### config.mk
export PLATFORM = sky130hd
export DESIGN_NAME = schrb_div
export DESIGN_NICKNAME = d
export VERILOG_FILES = /design/src/schrb_pkg.sv /design/src/schrb_div.sv
export SDC_FILE = /design/constraint.sdc
export NUM_CORES = 1
export LEC_CHECK = 0
export ABC_CLOCK_PERIOD_IN_PS = 9900
export BUFFER_PORTS_ARGS = -buffer_cell sky130_fd_sc_hd__buf_2
export CORE_MARGIN = 1.5
export CORE_UTILIZATION = 60
export CTS_BUF_LIST = sky130_fd_sc_hd__clkbuf_4
export CTS_CLUSTER_DIAMETER = 30
export DETAILED_ROUTE_END_ITERATION = 6
export PLACE_DENSITY = 0.88
export SLEW_MARGIN = 25
export SYNTH_ARGS = -nofsm -noshare
export SYNTH_HDL_FRONTEND = slang
export SYNTH_SLANG_ARGS = --single-unit
### constraint.sdc
create_clock -name clk -period 9.9 [get_ports clk]
set_input_delay 1.485 -clock clk [delete_from_list [all_inputs] [get_ports clk]]
set_output_delay 1.485 -clock clk [all_outputs]
set_load 0.005 [all_outputs]
### src/schrb_pkg.sv
package schrb_pkg;

    localparam int DEF_MAX_BASIS = 4096;
    localparam int DEF_MAX_SITES = 64;

    localparam int WORD_W  = 64;
    localparam int IDX_W   = 12;
    localparam int VAL_W   = 32;
    localparam int CNT_W   = 13;
    localparam int LEN_W   = 7;
    localparam int SITE_W  = 6;
    localparam int LL_W    = 13;
    localparam int DEN_W   = 15;
    localparam int ACC_W   = 64;
    localparam int SQ_SUM_W = 18;
    localparam int LIN_SUM_W = 12;
    localparam int PAIR_SUM_W = 8;
    localparam int MUL_B_W = 25;
    localparam int MUL_P_W = VAL_W + MUL_B_W;

    localparam logic [2:0] REG_COUPLING_J    = 3'd0;
    localparam logic [2:0] REG_INTERACTION_V = 3'd1;
    localparam logic [2:0] REG_FIELD_GAMMA   = 3'd2;
    localparam logic [2:0] REG_CURV_ALPHA    = 3'd3;
    localparam logic [2:0] REG_NUM_SITES     = 3'd4;
    localparam logic [2:0] REG_BASIS_COUNT   = 3'd5;

    localparam logic OP_LOAD = 1'b0;
    localparam logic OP_ROW  = 1'b1;

    typedef enum logic [3:0] {
        ST_IDLE,
        ST_RD,
        ST_SITE,
        ST_SRCH,
        ST_SCMP,
        ST_EMIT,
        ST_MUL,
        ST_DIV
    } state_t;

endpackage

### src/schrb_div.sv
module schrb_div
    import schrb_pkg::*;
(
    input  logic                    clk,
    input  logic                    rst_n,
    input  logic                    start,
    input  logic signed [ACC_W-1:0] dividend,
    input  logic [DEN_W-1:0]        divisor,
    output logic                    done,
    output logic signed [VAL_W-1:0] quotient
);

    logic [ACC_W-1:0] q_reg;
    logic [DEN_W-1:0] rem_reg;
    logic [DEN_W-1:0] den_reg;
    logic             neg_reg;
    logic             busy_reg;
    logic             done_reg;
    logic [6:0]       cnt_reg;

    logic [ACC_W-1:0] mag;
    logic [DEN_W:0]   rem_sh;
    logic             fits;

    // floor for negative dividends: -floor((-n + d - 1) / d)
    assign mag = dividend[ACC_W-1]
                 ? (ACC_W'(-dividend) + ACC_W'(divisor) - ACC_W'(1))
                 : ACC_W'(dividend);
    assign rem_sh = {rem_reg, q_reg[ACC_W-1]};
    assign fits = rem_sh >= {1'b0, den_reg};

    always_ff @(posedge clk or negedge rst_n)
    begin
        if (!rst_n)
        begin
            busy_reg <= 1'b0;
            done_reg <= 1'b0;
            cnt_reg  <= '0;
        end
        else
        begin
            done_reg <= 1'b0;
            if (start)
            begin
                busy_reg <= 1'b1;
                cnt_reg  <= '0;
            end
            else if (busy_reg)
            begin
                cnt_reg <= cnt_reg + 7'd1;
                if (cnt_reg == 7'(ACC_W - 1))
                begin
                    busy_reg <= 1'b0;
                    done_reg <= 1'b1;
                end
            end
        end
    end

    always_ff @(posedge clk)
    begin
        if (start)
        begin
            q_reg   <= mag;
            rem_reg <= '0;
            den_reg <= divisor;
            neg_reg <= dividend[ACC_W-1];
        end
        else if (busy_reg)
        begin
            rem_reg <= fits ? DEN_W'(rem_sh - {1'b0, den_reg}) : rem_sh[DEN_W-1:0];
            q_reg   <= {q_reg[ACC_W-2:0], fits};
        end
    end

    always_comb
    begin
        priority if (!neg_reg && q_reg > ACC_W'(32'h7FFF_FFFF))
            quotient = 32'sh7FFF_FFFF;
        else if (neg_reg && q_reg > ACC_W'(33'h0_8000_0000))
            quotient = -32'sh7FFF_FFFF - 32'sd1;
        else if (neg_reg)
            quotient = -$signed(q_reg[VAL_W-1:0]);
        else
            quotient = $signed(q_reg[VAL_W-1:0]);
    end

    assign done = done_reg;

endmodule

; Word level (Yosys, flattened, before mapping)
; Index checks and enable logic that the tools add are counted.
[classes]
add_sub_neg = 6
order_cmp = 3
n_eq_ne = 1
mux = 15
n_reduce_logical = 4
[op_table]
columns = cell, count
row1 = 2-to-1 mux 64 bit, 3
row2 = 2-to-1 mux 32 bit, 3
row3 = adder 64 x 15 -> 64 bit, 1
row4 = "greater-than comparator 64 x 31 -> 1 bit, second input constant", 1
row5 = "greater-than comparator 64 x 32 -> 1 bit, second input constant", 1
row6 = negator 64 bit, 1
row7 = "subtractor 64 x 1 -> 64 bit, second input constant", 1
row8 = negator 32 bit, 1
row9 = >= comparator 16 x 15 -> 1 bit, 1
row10 = 2-to-1 mux 15 bit, 1
row11 = subtractor 15 bit, 1
row12 = 2-to-1 mux 7 bit, 2
row13 = "adder 7 x 1 -> 7 bit, second input constant", 1
row14 = "== test 7 x 6 -> 1 bit, second input constant", 1
row15 = 2-to-1 mux 1 bit, 6
row16 = logical AND 1 bit, 2
row17 = nonzero test 2 bit, 1
row18 = logical NOT 1 bit, 1
[totals]
regBits = 104
inputBits = 82
output_inout_bits = 33
word_cells = 36

; Logic depth before layout (Yosys ltp)
; Gate-level depths: netlist (run 1).
[logic_depth]
depth_word = 5
ltp_mapped = 11

; Worst setup path after synthesis (run 1)
; Ideal clock, no wire load.
[synth_timing]
path_type = flip-flop to output port
start = register q_reg[4]
end = output port quotient[15]
arrival_ns = 2.789
t_required_ns = 8.415
slack_ns = 5.626
path_stages_with_launch = 9
path_buffers = 1
cell_sequence = edfxtp_1 -> or3_1 -> nor4_4 -> nand3_1 -> o41ai_4 -> nand2_1 -> clkbuf_1 -> a21o_1 -> a21oi_1
[synth_between]
elab_chain_cells = 4
word_cells_on_any_way = 8
cone_classes = 1 x add/sub / 2 x order compare / 3 x mux / 2 x reduce/logical
[synth_rtl]
columns = item, line_no
row1 = "start, declared", schrb_div.sv:13  ; logic [ACC_W-1:0] q_reg;
row2 = "start signal, assigned", schrb_div.sv:64  ; q_reg <= mag;
row3 = "start signal, assigned", schrb_div.sv:72  ; q_reg <= {q_reg[ACC_W-2:0], fits};
row4 = greater-than comparator 64 x 32 -> 1 bit / negator 32 bit (equally long branches), "schrb_div.sv:80, schrb_div.sv:83"
row5 = logical AND 1 bit / 2-to-1 mux 32 bit (equally long branches), "schrb_div.sv:80, schrb_div.sv:82"
row6 = 2-to-1 mux 32 bit, schrb_div.sv:80  ; else if (neg_reg && q_reg > ACC_W'(33'h0_8000_0000))
row7 = 2-to-1 mux 32 bit (*), schrb_div.sv:78  ; priority if (!neg_reg && q_reg > ACC_W'(32'h7FFF_FFFF))
row8 = "end, declared", schrb_div.sv:10  ; output logic signed [VAL_W-1:0] quotient
; Mark *: on every way between the ends. The rest lies on a longest branch, timed or not.

; Worst setup path in the final report (run 1)
[layout_timing]
start = register q_reg[3]
end = output port quotient[15]
; The elaborated chain is that of the path after synthesis.

==> summary.txt, run 1 <==
Pwr Density - 146 nW/µm²
clock-pin slew on the worst setup and hold paths - 0.16 ns
Req. time, crit path - 8.42 ns
Total GRT Usage - 29.0%
initial antenna violation count - 1
Synth warnings - 0
first-pass GRT wire length - 33.3 mm
crit path DAT - 4.02 ns
Die H - 120 µm
status - finished, final reports clean
total CTS buffers - 9
worst-skew pair later-pin latency - 0.48 ns
CTS tree - built
FMAX - 182 MHz
hold slack final - 0.512 ns
max cap viols - 0
Tmin final - 5.50 ns
final worst path period share - 55.6%
Cells after Synth - 980
setup TNS - 0 ns
CTS Sinks - 104
PortBufs - 114
Post-CTS Setup Inserts - 0
Pleak - 3.56 nW
Util after Layout - 67.7%
sequential area share after synthesis - 36.0%
Crit Path Category - reg -> out
post-route insts no fill - 1,249
I/O pins - 115
pin count of the biggest net entering global routing - 108
CTS Root Buffer Type - clkbuf_4
Worst Tran Pin Value - 1.03 ns
share of layout cells above drive strength 1 - 14.7%
row cnt - 42
Initial Utilization - 61.5%
final count of negative-setup-slack endpoints - 0
Layout area overhead - 10.0%
Via density - 6.33
Synth Net Count - 1,096
synthesized area per cell - 8.31 µm²
top cells by area, synth - edfxtp_1 (29%), a21oi_1 (7.7%), xor2_1 (5.4%), ha_1 (4.9%), nor2_1 (4.9%)
hold_buf cts - 0
Die W - 120 µm
Peak VDD IR - 86.9 µV
CTS H-Tree Depth - 3
Worst Skew - 0.0211 ns
routability cong. - 0.946
Slew headroom - 30.8%
drt total wl - 20.9 mm
first-iteration detailed-routing DRC count - 866
FF/Latch Area - 2930 µm²
Yosys top cell by area - edfxtp_1
clock buffer depth - 2
max reg flops - 64
Avg WL per Cell - 16.7 µm
Post-synth EDFFs - 80
mapped cell area - 8140 µm²
Fin. Hold Viols - 0
post-synthesis sequential element count - 104
ys flop type - edfxtp_1
post-CTS sizing - 0
DRC - 0
Synth cell types - 64
area of the multi-input gates - 4830 µm²
DR vias - 7,909
placed cells - 1,232
number of global-route vias before repair - 6,865
final-stage net count - 1,183
count of final max-slew check failures - 0
fraction of registers with async set/reset - 8.65%
Antenna Violating Nets Remaining - 0
Hold Path Class - reg -> reg
unrepaired setup endpoints after global routing - false
die area - 14,300 µm²
Crit Path Max Fanout - 16
fillers - 1,120
Worst setup EP type - output pin
First-pass DRT Iterations - 6
Placeable Area - 13,200 µm²
Yosys top cell area share - 29.5%
Overflow after GRT - 0
crit path launch type - flop
post-DP HPWL - 15.4 mm
[power by group]
part	switching, mW	internal (mW)	leakage, nW	total (mW)
Combinational	0.271	0.210	2.43	0.480
Sequential	0.0616	0.545	1.06	0.607
Clock	0.143	0.0747	0.0684	0.218
Total	0.475	0.830	3.56	1.30
[cell type report]
| type | instances | share of cell area [%] |
|---|---|---|
| tap | 176 | 2.46 |
| inverter | 57 | 2.39 |
| multi-input combinational | 773 | 53.9 |
| timing repair buffer | 122 | 7.06 |
| antenna | 1 | 0.0279 |
| sequential | 104 | 32.7 |
| clock inverter | 7 | 0.698 |
| clock buffer | 9 | 0.754 |
[cells in the mapped netlist (10+ instances only)]
cell and n:
ha_1 32, nor2_1 106, dfxtp_1 15, nor4_1 20
o31ai_1 15, nor3_1 21, o21ai_0 61, xnor2_1 13
or3_1 26, nand3_1 25, mux2i_1 17, or2_2 11
o41ai_1 11, nand2_1 73, a21oi_1 125, or4_1 12
o22ai_1 10, a211oi_1 17, xor2_1 50, clkbuf_1 42
a21o_1 22, edfxtp_1 80, inv_1 57, nor2b_1 13
nand4_1 10
[cell families (layout without fill, tap and decap cells)]
kind of cell	after synthesis	in the layout	share of synthesized area (%)
DFF	104	104	36.0
other	0	1	0
buffers and inverters	103	195	4.76
xor gates and xnor gates	63	63	6.78
and+or+nand+nor	343	343	21.0
muxes	20	20	2.50
AOI/OAI and AO/OA	313	313	23.6
adders and majority gates	34	34	5.41
[metrics by stage]
step | area [µm²] | setup WS, ns | total power, mW
final | 8960 | 4.40 | 1.30
after global routing | 8960 | 4.13 | 1.39
after CTS | 8960 | 4.44 | 1.30
after detailed placement | 8830 | 4.99 | 1.08
after global placement | 8830 | 5.11 | 1.07
after floorplan | 8140 | 5.63 | 0.949
[layer usage]
layer,wire length (µm),up-vias,part of all wire (%),track usage [%]
li1,-,3791,-,-
met2,9710,377,46,46.3
met3,1780,55,8.5,4.37
met4,571,0,2.7,10.9
met1,8830,3686,42,40.2
met5,0,-,0,0
[critical path, stage by stage (launching register included)]
cell and delay (ns):
edfxtp_1 0.51, or3_1 0.46, nor4_4 0.50, nand3_1 0.30
o41ai_4 0.61, nand2_1 0.52, a21o_1 0.30, a21oi_1 0.19
buf_2 0.14
[worst paths after layout]
kind	endpoint	cells past startpoint	startpoint	slack, ns
worst max-delay path	quotient[15]	8	q_reg[3]	4.40
worst min register to register	rem_reg[13]	2	rem_reg[13]	0.51
worst min-delay path	rem_reg[13]	2	rem_reg[13]	0.51
max in group asynchronous	busy_reg	1	rst_n	8.88
min in group asynchronous	cnt_reg[1]	1	rst_n	0.84
worst max register to register	rem_reg[0]	11	q_reg[63]	6.38
[layout by cell type (no fill, tap or decap), types with 9 or more instances in the layout]
cell	instances
a211oi_1	17
a21o_1	22
a21oi_1	125
a31oi_1	9
buf_2	113
buf_4	9
clkbuf_4	9
dfrtp_1	9
dfxtp_1	15
edfxtp_1	80
ha_1	32
inv_1	56
mux2i_1	17
nand2_1	73
nand3_1	25
nand4_1	10
nor2_1	106
nor2b_1	13
nor3_1	21
nor4_1	19
o211ai_1	9
o21ai_0	61
o22ai_1	10
o31ai_1	15
o41ai_1	11
or2_2	11
or3_1	26
or4_1	12
xnor2_1	13
xor2_1	50
(Power assumes the default switching activity.)
==> run 2, diff against run 1 <==
--- a/config.mk
+++ b/config.mk
@@ -5,14 +5,14 @@
 export SDC_FILE = /design/constraint.sdc
 export NUM_CORES = 1
 export LEC_CHECK = 0
-export ABC_CLOCK_PERIOD_IN_PS = 9900
+export ABC_CLOCK_PERIOD_IN_PS = 5000
 export BUFFER_PORTS_ARGS = -buffer_cell sky130_fd_sc_hd__buf_2
 export CORE_MARGIN = 1.5
-export CORE_UTILIZATION = 60
+export CORE_UTILIZATION = 55
 export CTS_BUF_LIST = sky130_fd_sc_hd__clkbuf_4
 export CTS_CLUSTER_DIAMETER = 30
 export DETAILED_ROUTE_END_ITERATION = 6
-export PLACE_DENSITY = 0.88
+export PLACE_DENSITY = 0.85
 export SLEW_MARGIN = 25
 export SYNTH_ARGS = -nofsm -noshare
 export SYNTH_HDL_FRONTEND = slang
==> constraint.sdc (replaced) <==
create_clock -name clk -period 5 [get_ports clk]
set_input_delay 0.75 -clock clk [delete_from_list [all_inputs] [get_ports clk]]
set_output_delay 0.75 -clock clk [all_outputs]
set_load 0.005 [all_outputs]
==> run 2 against run 1 <==
Critical path type unchanged. Design area up 0.18%. Total power up 95%. Largest cell class unchanged. Worst hold slack got worse by 0.42 ns. Sequential cell count unchanged. Combinational power grew 96%.
==> summary.txt, run 2 (synthesis gave the netlist of run 1 again) <==
status - finished, final reports clean
row cnt - 44 (+4.8%)
fillers - 1,283 (+15%)
crit path launch type - flop
final worst path period share - 91.5%
Via density - 6.24 (-1.4%)
clock-pin slew on the worst setup and hold paths - 0.17 ns (about the same)
Final Power - 2.55 mW (+95%)
Die H - 125 µm (+4.3%)
Net Switching - 948 µW (+100%)
DR vias - 7,867 (-0.53%)
Avg WL per Cell - 16.5 µm (-1.0%)
commonest non-fill, non-tap cell in the layout - a21oi_1
first-iteration detailed-routing DRC count - 621 (-28%)
CTS H-Tree Depth - 3 (unchanged)
Worst Skew - 0.0142 ns (-0.00691 ns)
CP bufs+invs - 1 (unchanged)
met2 wire length - 9.35 mm (-3.8%)
First-pass DRT Iterations - 5 (-1)
pin count of the biggest net entering global routing - 107 (-0.93%)
CP max stage cell - o41ai_4
Fin. Hold Viols - 0 (unchanged)
worst-skew pair later-pin latency - 0.48 ns (about the same)
unrepaired setup endpoints after global routing - false
PortBufs - 114 (unchanged)
Top Metal Used - met5
design area - 8980 µm² (+0.18%)
total internal power - 1.60 mW (+92%)
Top Family by Delay on Critical Path - simple AND/OR/NAND/NOR gates
pre-CTS WS - 0.832 ns (-4.15 ns)
Pleak - 3.57 nW (+0.16%)
Worst setup EP type - output pin
placed inst area - 8850 µm² (+0.28%)
post-DP HPWL - 15.3 mm (-0.64%)
Clock Power Share - 15.9% (-0.8 points)
hold_buf cts - 0 (unchanged)
Overflow after GRT - 0 (unchanged)
Crit Path Max Fanout - 16 (unchanged)
max cap viols - 0 (unchanged)
drt total wl - 20.9 mm (-0.18%)
final count of negative-setup-slack endpoints - 0 (unchanged)
clock buffer depth - 2 (unchanged)
Util after Layout - 62.0% (-5.7 points)
total CTS buffers - 9 (unchanged)
final worst slack - 0.423 ns (-3.98 ns)
Combinational Power Share - 37.0% (+0.2 points)
initial antenna violation count - 3 (+2)
Post-CTS Setup Inserts - 0 (unchanged)
Hold Path Class - in -> async
Req. time, crit path - 4.25 ns (-4.17 ns)
share of layout cells above drive strength 1 - 15.2% (+0.44 points)
die area - 15,500 µm² (+8.9%)
I/O pins - 115 (unchanged)
Die W - 125 µm (+4.3%)
most frequent cells in the layout - a21oi_1 (125), buf_2 (113), nor2_1 (106)
FMAX - 218 MHz
Worst Tran Pin Value - 0.974 ns (-0.0603 ns)
DRC - 0 (unchanged)
first-pass GRT wire length - 34.0 mm (+2.1%)
crit-path cells - or3_1 > nor4_4 > nand3_1 > o41ai_4 > nand2_2 > a21o_1 > a21oi_1 > buf_2
Crit Path Category - reg -> out
Reg power frac - 47.1% (+0.6 points)
Peak VDD IR - 143 µV (+65%)
Tmin final - 4.58 ns
Initial Utilization - 56.2% (-5.3 points)
max reg flops - 64 (unchanged)
Worst path max stage delay - 0.65 ns (+0.04 ns)
count of final max-slew check failures - 0 (unchanged)
Slew headroom - 35.1% (+4.3 points)
FF/Latch Area - 2930 µm² (unchanged)
Pwr Density - 283 nW/µm² (+95%)
CTS Root Buffer Type - clkbuf_4
Placeable Area - 14,500 µm² (+9.3%)
Sw Ratio - 37.3% (+0.84 points)
number of global-route vias before repair - 7,034 (+2.5%)
area of the multi-input gates - 4840 µm² (about the same)
final-stage net count - 1,185 (+0.17%)
Layout area overhead - 10.2%
CTS Sinks - 104 (unchanged)
CTS tree - built
routability cong. - 0.925 (-2.2%)
Antenna Violating Nets Remaining - 0 (unchanged)
setup TNS - 0 ns (unchanged)
Total GRT Usage - 26.5% (-2.5 points)
met3 wire len - 1.62 mm (-8.6%)
Metal-1 WL - 9.44 mm (+6.8%)
crit path DAT - 3.83 ns (-0.19 ns)
## run 2: through the flow
step                std cells  hold WS, ns
floorplan                 980        0.453
global placement         1242        0.474
detailed placement       1242        0.490
CTS                      1258       0.0851
global route             1260       0.0722
finish                   1260       0.0930
## run 2: cell type report
cell class,count,area share [%]
repair buffers,124,7.22
well taps,184,2.56
multi-input cells,773,53.9
inverters,57,2.40
flip-flops and latches,104,32.6
clock buffers,9,0.753
clock inverters,7,0.530
diodes,2,0.0557
## run 2: routing by layer
metal	global-route usage, %	up-vias
met3	3.65	36
met2	41.4	318
li1	-	3818
met4	8.99	2
met1	38.0	3693
met5	0	-
## run 2: power groups by stage
stage	Combinational [mW]	Clock [mW]	Sequential, mW
global placement	0.906	0	1.21
finish	0.941	0.404	1.20
global route	1.05	0.446	1.22
CTS	0.932	0.405	1.19
detailed placement	0.928	0	1.21
floorplan	0.702	0	1.18
## run 2: path summary, 6_finish.rpt
kind                       slack, ns  cells past startpoint      endpoint         from
hold / removal                  0.09                      1    cnt_reg[2]        rst_n
max in group asynchronous       4.73                      1    cnt_reg[0]        rst_n
setup reg to reg                1.44                     11    rem_reg[0]    q_reg[63]
setup / recovery                0.42                      8  quotient[10]     q_reg[4]
min in group clk                0.47                      1    den_reg[0]   divisor[0]
hold reg to reg                 0.51                      2   rem_reg[12]  rem_reg[12]
## run 2: repair_timing
item | 4_1_cts | 5_1_grt
hold endpoints to repair | 0 | 0
endpoints found under the setup margin | 0 | 2
resized for setup | 0 | 1
